===== src/rtl/mse_pkg.sv =====
// Package for the merge sort engine: key width, default capacity, payload types
// and the command/status structs between controller and datapath. No dependencies.
`default_nettype none

package mse_pkg;

  localparam int KEY_W        = 32;
  localparam int CAPACITY_DEF = 64;

  typedef struct packed {
    logic signed [KEY_W-1:0] key;
    logic                    last_item;
  } in_t;

  typedef struct packed {
    logic signed [KEY_W-1:0] sorted_key;
    logic                    last_result;
  } out_t;

  typedef struct packed {
    logic load;
    logic init;
    logic setup;
    logic merge_wr;
    logic next_run;
    logic next_pass;
    logic emit_start;
    logic emit_adv;
  } dp_cmd_t;

  typedef struct packed {
    logic sort_done;
    logic run_end;
    logic pass_end;
    logic emit_last;
  } dp_status_t;

endpackage

`default_nettype wire


===== src/rtl/mse_ctrl.sv =====
// Controller of the merge sort engine: sequences load, merge passes and emit.
// Depends on mse_pkg for the command and status structs.
`default_nettype none

module mse_ctrl (
  input  logic                clk,
  input  logic                rst_n,
  input  logic                start,
  input  logic                in_last,
  input  mse_pkg::dp_status_t status,
  output logic                busy,
  output logic                out_valid,
  output mse_pkg::dp_cmd_t    cmd
);
  import mse_pkg::*;

  localparam logic [2:0] S_IDLE  = 3'd0;
  localparam logic [2:0] S_CHK   = 3'd1;
  localparam logic [2:0] S_SETUP = 3'd2;
  localparam logic [2:0] S_MRD   = 3'd3;
  localparam logic [2:0] S_MWR   = 3'd4;
  localparam logic [2:0] S_ERD   = 3'd5;
  localparam logic [2:0] S_EOUT  = 3'd6;

  logic [2:0] state_r, state_nxt;
  logic       accept;

  assign busy      = (state_r != S_IDLE);
  assign accept    = start && !busy;
  assign out_valid = (state_r == S_EOUT);

  always_comb begin
    state_nxt = state_r;
    cmd       = '0;
    unique case (state_r)
      S_IDLE: begin
        cmd.load = accept;
        cmd.init = accept && in_last;
        if (accept && in_last) begin
          state_nxt = S_CHK;
        end
      end
      S_CHK: begin
        if (status.sort_done) begin
          cmd.emit_start = 1'b1;
          state_nxt      = S_ERD;
        end else begin
          state_nxt = S_SETUP;
        end
      end
      S_SETUP: begin
        cmd.setup = 1'b1;
        state_nxt = S_MRD;
      end
      S_MRD: begin
        state_nxt = S_MWR;
      end
      S_MWR: begin
        cmd.merge_wr = 1'b1;
        if (status.run_end && status.pass_end) begin
          cmd.next_pass = 1'b1;
          state_nxt     = S_CHK;
        end else if (status.run_end) begin
          cmd.next_run = 1'b1;
          state_nxt    = S_SETUP;
        end else begin
          state_nxt = S_MRD;
        end
      end
      S_ERD: begin
        state_nxt = S_EOUT;
      end
      S_EOUT: begin
        cmd.emit_adv = 1'b1;
        state_nxt    = status.emit_last ? S_IDLE : S_ERD;
      end
      default: begin
        state_nxt = S_IDLE;
      end
    endcase
  end

  always_ff @(posedge clk) begin
    if (!rst_n) begin
      state_r <= S_IDLE;
    end else begin
      state_r <= state_nxt;
    end
  end

endmodule

`default_nettype wire


===== config.mk =====
export PLATFORM = sky130hd
export DESIGN_NAME = mse_ctrl
export DESIGN_NICKNAME = d
export VERILOG_FILES = /design/src/rtl/mse_pkg.sv /design/src/rtl/mse_ctrl.sv
export SDC_FILE = /design/constraint.sdc
export NUM_CORES = 1
export LEC_CHECK = 0
export BUFFER_PORTS_ARGS = -buffer_cell sky130_fd_sc_hd__buf_2
export CORE_AREA = 2 2 39 41
export DETAILED_ROUTE_END_ITERATION = 7
export DIE_AREA = 0 0 41 43
export HOLD_SLACK_MARGIN = 0.06
export SLEW_MARGIN = 20
export SYNTH_ARGS = -nofsm -noshare
export SYNTH_HDL_FRONTEND = slang
export SYNTH_SLANG_ARGS = --single-unit
export TNS_END_PERCENT = 100

===== constraint.sdc =====
create_clock -name clk -period 1.35 [get_ports clk]
set_input_delay 0.2025 -clock clk [delete_from_list [all_inputs] [get_ports clk]]
set_output_delay 0.2025 -clock clk [all_outputs]
set_load 0.005 [all_outputs]

==> results by group, run 1 <==
Timing
  • Setup_tns: -0.0276 ns
  • Max frequency: 0.726 GHz
  • Final period utilization: 1.02
  • Final setup fails: 2
  • Fin. max-slew vios: 0
  • Final min period: roughly 1.4 ns
  • Hold slack: between 0.2 and 0.25 ns
  • Final setup margin: -0.0275 ns
  • Hold Fails Final Rpt: 0
  • RSZ-0062 raised after global routing: yes
  • Clock skew after layout: between 0.003 and 0.004 ns
  • Slew of the pin with the lowest slew margin: about 0.21 ns
  • Slew margin rel.: 0.859

Worst setup path
  • Crit Path Max Fanout: 4
  • FF-to-FF setup slack: about 0.1 ns
  • Crit path DAT: ~1.2 ns
  • Setup Crit Path Kind: reg2out
  • Largest delay share family, worst path: simple AND/OR/NAND/NOR gates
  • CP Capture Type: output port
  • CP peak stage delay: roughly 0.38 ns
  • Critical R2R Launch: state_r[0]
  • CP max stage cell: or3_4
  • FF-to-FF path depth: 4
  • Crit path required time: 1.15 ns
  • Worst flop-to-flop path endpoint: state_r[2]
  • Worst path bufs/invs: 1
  • Startpoint Class: register
  • Worst path cell trace: or3_4 > nor2b_1 > buf_2

Yosys
  • Distinct cell type count of the synthesized netlist: 21
  • Seq/Total Area, Yosys: 0.210
  • Post-Syn Area: 287 µm²
  • Mux cell area share after synthesis: 0
  • Post-synthesis adder-cell area fraction: 0
  • Simple logic cell fraction of the synthesized area: 0.450
  • Seq cells post-synth: 3
  • Compound-Gate Fraction of Synth Area: 0.227
  • Synth Instances: 39
  • Post-Syn Area per Cell: ~7.3 µm²
  • Largest family of logic cells by synthesized area: simple AND/OR/NAND/NOR gates
  • Post-Synth XOR/XNOR Area: 0
  • Mapped Nets: 47
  • Yosys warns: 0

Layout
  • Nets: slightly above 70
  • Final cell count without fillers: 78
  • Share of layout cells above drive strength 1: 0.516
  • N_diodes: 0
  • Commonest non-fill, non-tap cells in the layout: 17 x buf_2, 6 x buf_4, 4 x nor2b_1, 4 x a21oi_1
  • Top flop regs: state_r (3)
  • Layout area overhead: 55.5%
  • Commonest non-fill, non-tap cell in the layout: buf_2
  • Register bank with the most flops: state_r
  • Largest register FFs: 3
  • Final Instance Area: ~450 µm²
  • Final core occ: 0.322

Outcome
  • Status: complete, but fails checks
  • Failing checks: negative setup slack

Clock network
  • CTS tree: done
  • Worst skew pair latency: around 0.23 ns
  • Worst-path clk slew: ~0.040 ns
  • Clk root buf: clkbuf_4
  • Post-CTS Hold Buffers: 0
  • Inserted Clock Buffers: 3
  • Bufs on Longest Clock Path: 2
  • # H-tree levels: 1
  • CTS Sinks: 3

Die
  • IO Pins: 18
  • Die ar.: ~1800 µm²
  • # rows: 14
  • Die Span Y: 43 µm
  • Core area: around 1400 µm²
  • Starting Density: 0.207
  • Die width: between 40 and 50 µm

Hold path
  • WHS Path Cells: 3
  • Min-Delay Path Class: in2reg
  • Worst hold endpoint: state_r[0]
  • Hold Crit Start: rst_n

GRT
  • GR Util All Layers: 0.102
  • First-pass GRT wire length: about 1200 µm
  • Initial antenna violation count: 0
  • GRT overflow: 0
  • Vias in the first global route: 297
  • Largest net degree at the start of global routing: 13

Power and ir drop
  • P_leak: between 0.2 and 0.25 nW
  • Pwr Density: roughly 810 nW/µm²
  • Total power: roughly 360 µW
  • Max VDD drop: roughly 340 µV

Drt
  • Total wire length: 775 µm
  • Wirelength per Cell: 9.94 µm
  • DRT iter0 DRCs: 3
  • Via count: 352
  • Final ANT Viol Nets: 0
  • # DRC: 0
  • Drt pass-1 iters: 4
  • Via/cell ratio: roughly 4.5

Flow run
  • Total of max-cap violations: 0

Place
  • Area after DPL: approximately 380 µm²
  • GPL Wtd Cong: roughly 0.72
  • Post-placement setup slack: 0.128 ns
  • IO Port Bufs: 17
  • Placed cells: 70
  • Final HPWL DP: approximately 560 µm
## how the worst max path moves through the flow
stage / slack [ns] / endpoint / depth (start not counted) / start
2_1_floorplan: 0.26 / cmd[2] / 3 / state_r[2]
3_3_place_gp: 0.15 / cmd[6] / 3 / state_r[1]
3_5_place_dp: 0.13 / cmd[6] / 3 / state_r[1]
4_1_cts: -0.05 / cmd[6] / 3 / state_r[1]
5_1_grt: -0.09 / cmd[6] / 3 / state_r[0]
6_report: -0.03 / cmd[6] / 3 / state_r[0]
## cells by family (layout without fill, tap and decap cells)
family | after synthesis | in the layout
buf+inv | 6 | 29
flops | 3 | 3
simple gates | 20 | 20
compound gates | 10 | 10
## report_power, final
group	internal [mW]	switching (mW)	total [mW]	leakage [nW]
clock network	0.111	0.0463	0.157	0.0150
registers	0.0937	0.00586	0.0995	0.0259
logic	0.0588	0.0470	0.106	0.206
## cell usage after synthesis
cell type	count	area (µm²)
a221o_1	1	10.0
nand2b_1	1	6.26
a21oi_1	4	20.0
and3_1	1	6.26
o211ai_2	1	12.5
nor2_1	3	11.3
nand3_1	1	5.00
nand2_1	3	11.3
dfxtp_1	3	60.1
buf_4	2	15.0
and2_1	1	6.26
nor3b_1	1	7.51
and3b_1	1	8.76
o21ai_0	3	15.0
nor3_1	1	5.00
a21o_1	1	7.51
inv_1	2	7.51
nor2b_1	4	25.0
or3_4	1	11.3
buf_2	2	10.0
nor3b_2	2	25.0
## worst min-delay path: stages
cell and delay (ns):
buf_2 0.10, o211ai_2 0.07, a21oi_1 0.04
## layer usage
layer	track usage	part of all wire	vias up
li1	-	-	178
met3	0.0681	0.11	0
met1	0.109	0.44	158
met5	0	0	-
met2	0.153	0.45	16
met4	0.0400	0	0
## repair_timing
| item | in CTS | in global routing |
|---|---|---|
| pin swaps | 1 | 1 |
| endpoints found under the setup margin | 9 | 4 |
| gates resized for setup | 4 | 0 |
| setup buffers | 2 | 2 |
## final cells by class
type / count / area [µm²]
Fill cell: 158 / 938
Multi-Input combinational cell: 30 / 194
Timing Repair Buffer: 23 / 130
Sequential cell: 3 / 67.6
Clock buffer: 4 / 26.3
Tap cell: 16 / 20.0
Inverter: 2 / 7.51
(Power assumes the default switching activity.)
==> inputs of run 2 (changes only) <==
--- a/config.mk
+++ b/config.mk
@@ -5,10 +5,10 @@
 export SDC_FILE = /design/constraint.sdc
 export NUM_CORES = 1
 export LEC_CHECK = 0
-export BUFFER_PORTS_ARGS = -buffer_cell sky130_fd_sc_hd__buf_2
 export CORE_AREA = 2 2 39 41
 export DETAILED_ROUTE_END_ITERATION = 7
 export DIE_AREA = 0 0 41 43
+export DONT_BUFFER_PORTS = 1
 export HOLD_SLACK_MARGIN = 0.06
 export SLEW_MARGIN = 20
 export SYNTH_ARGS = -nofsm -noshare
==> run 2 against run 1 <==
Net effect: the run now ends clean; sequential power barely moved; total power fell by 9.9%; via count fell by 18%; clock power fell by 4%; clock skew fell by 0.0030 ns; sequential share of layout area rose by 2.8 points; global-route usage fell by 1.8 points; largest cell class unchanged.
==> results by group, run 2 (synthesized netlist as in run 1, its figures left out) <==
Clock network
  • Clk root buf: clkbuf_4
  • Worst skew pair latency: 0.23 ns (about the same)
  • CTS tree: done
  • Bufs on Longest Clock Path: 2 (unchanged)
  • Worst-path clk slew: 0.03 ns (about the same)
  • Inserted Clock Buffers: 3 (unchanged)
  • # H-tree levels: 1 (unchanged)
  • CTS Sinks: 3 (unchanged)

Die
  • IO Pins: 18 (unchanged)
  • # rows: 14 (unchanged)
  • Core area: 1380 µm² (unchanged)
  • Die width: 41 µm (unchanged)
  • Starting Density: 0.207 (unchanged)
  • Die ar.: 1760 µm² (unchanged)
  • Die Span Y: 43 µm (unchanged)

Layout
  • Commonest non-fill, non-tap cells in the layout: 4 x a21oi_1, 4 x buf_4
  • Layout area overhead: 26.2%
  • Register area: 65.1 µm² (-3.7%)
  • Share of layout cells above drive strength 1: 0.372 (-0.144)
  • Largest register FFs: 3 (unchanged)
  • Final cell count without fillers: 59 (-24%)
  • Top flop regs: state_r (3)
  • Register bank with the most flops: state_r
  • N_diodes: 0 (unchanged)
  • FILL cells: 154 (-2.5%)
  • Nets: 52 (-27%)
  • Multi-input gate area: 213 µm² (+9.7%)
  • Final Instance Area: 362 µm² (-19%)

Timing
  • RSZ-0062 raised after global routing: yes
  • Final setup margin: 0.0187 ns (+0.0462 ns)
  • Hold Fails Final Rpt: 0 (unchanged)
  • Final setup fails: 0 (-2)
  • Final min period: 1.33 ns (-0.0462 ns)
  • Final period utilization: 0.986 (-0.0342)
  • Slew of the pin with the lowest slew margin: 0.224 ns (+0.0128 ns)
  • Fin. max-slew vios: 0 (unchanged)
  • Clock skew after layout: 0.000666 ns (-0.00296 ns)
  • Slew margin rel.: 0.850 (-0.00905)
  • Max frequency: 0.751 GHz (+3.5%)

Place
  • Placed cells: 54 (-23%)
  • Post-placement setup slack: 0.109 ns (-0.0188 ns)
  • GPL Wtd Cong: 0.650 (-9.7%)
  • Area after DPL: 304 µm² (-20%)
  • IO Port Bufs: 0 (-17)
  • Final HPWL DP: 500 µm (-10%)

GRT
  • Vias in the first global route: 246 (-17%)
  • Largest net degree at the start of global routing: 11 (-2)
  • GR Util All Layers: 0.0843 (-0.0181)
  • First-pass GRT wire length: 945 µm (-18%)
  • Initial antenna violation count: 0 (unchanged)
  • GRT overflow: 0 (unchanged)

Worst setup path
  • Crit path required time: 1.15 ns (about the same)
  • Worst setup startpoint: state_r[1]
  • Startpoint Class: register
  • CP Capture Type: output port
  • Critical R2R Launch: state_r[1]
  • Crit path DAT: 1.13 ns (-0.04 ns)
  • Setup Crit Path Kind: reg2out
  • Crit Path Max Fanout: 4 (unchanged)
  • FF-to-FF setup slack: 0.17 ns (+0.07 ns)

Hold path
  • Min-Delay Path Class: in2reg
  • Hold Crit Start: rst_n

Drt
  • Wirelength per Cell: 10.8 µm (+8.8%)
  • DRT iter0 DRCs: 2 (-1)
  • Total wire length: 638 µm (-18%)
  • Via/cell ratio: 4.90 (+8.5%)
  • # DRC: 0 (unchanged)
  • Final ANT Viol Nets: 0 (unchanged)
  • Drt pass-1 iters: 2 (-2)
  • Via count: 289 (-18%)

Outcome
  • Status: finished, final reports clean

Power and ir drop
  • Max VDD drop: 319 µV (-5.9%)
  • Pwr Density: 903 nW/µm² (+11%)
  • P_leak: 0.157 nW (-36%)

Flow run
  • Total of max-cap violations: 0 (unchanged)
-- run 2: cell count changes in the layout (fill, tap and decap cells not counted), sizes merged --
| cell | delta |
|---|---|
| buf | -19 |
-- run 2: power breakdown --
part,switching [mW],internal [mW],total (mW)
logic,0.0364,0.0375,0.0740
registers,0.00790,0.0941,0.102
clock network,0.0401,0.110,0.150
total,0.0844,0.242,0.326
-- run 2: final timing paths --
check	to	depth (start not counted)
setup / recovery	cmd[6]	2
hold / removal	state_r[0]	2
setup reg to reg	state_r[1]	3
hold reg to reg	state_r[0]	2
-- run 2: what timing repair did --
item                                    in CTS  in global routing
pin swaps                                    1                  1
endpoints found under the setup margin       3                  4
hold endpoints to repair                     0                  0
hold buffers                                 0                  0
gates resized for setup                      2                  6
buffers inserted                             0                  1
-- run 2: layer usage --
layer	vias up	wire length (µm)	track usage
met1	127	219	0.0705
met3	0	129	0.0942
met2	20	290	0.119
met4	0	0	0.0400
met5	-	0	0
li1	142	-	-
-- run 2: critical path, stage by stage, from the launching register on --
cell	delay [ns]
dfxtp_4	0.35
or3_4	0.43
nor2b_4	0.12
-- run 2: layout make-up --
cell class,count,area share
timing repair buffer,4,0.0830
inverter,2,0.0208
tap,16,0.0554
sequential,3,0.180
multi-input combinational,30,0.588
clock buffer,4,0.0727
-- run 2: per-stage QoR --
step           total power, mW  utilization  TNS, ns  hold slack [ns]
2_1_floorplan            0.157            -        0            0.348
3_3_place_gp             0.167        0.220        0            0.360
3_5_place_dp             0.168        0.220        0            0.370
4_1_cts                  0.327        0.241        0            0.126
5_1_grt                  0.360        0.261  -0.0690            0.128
6_report                 0.326        0.261        0            0.123
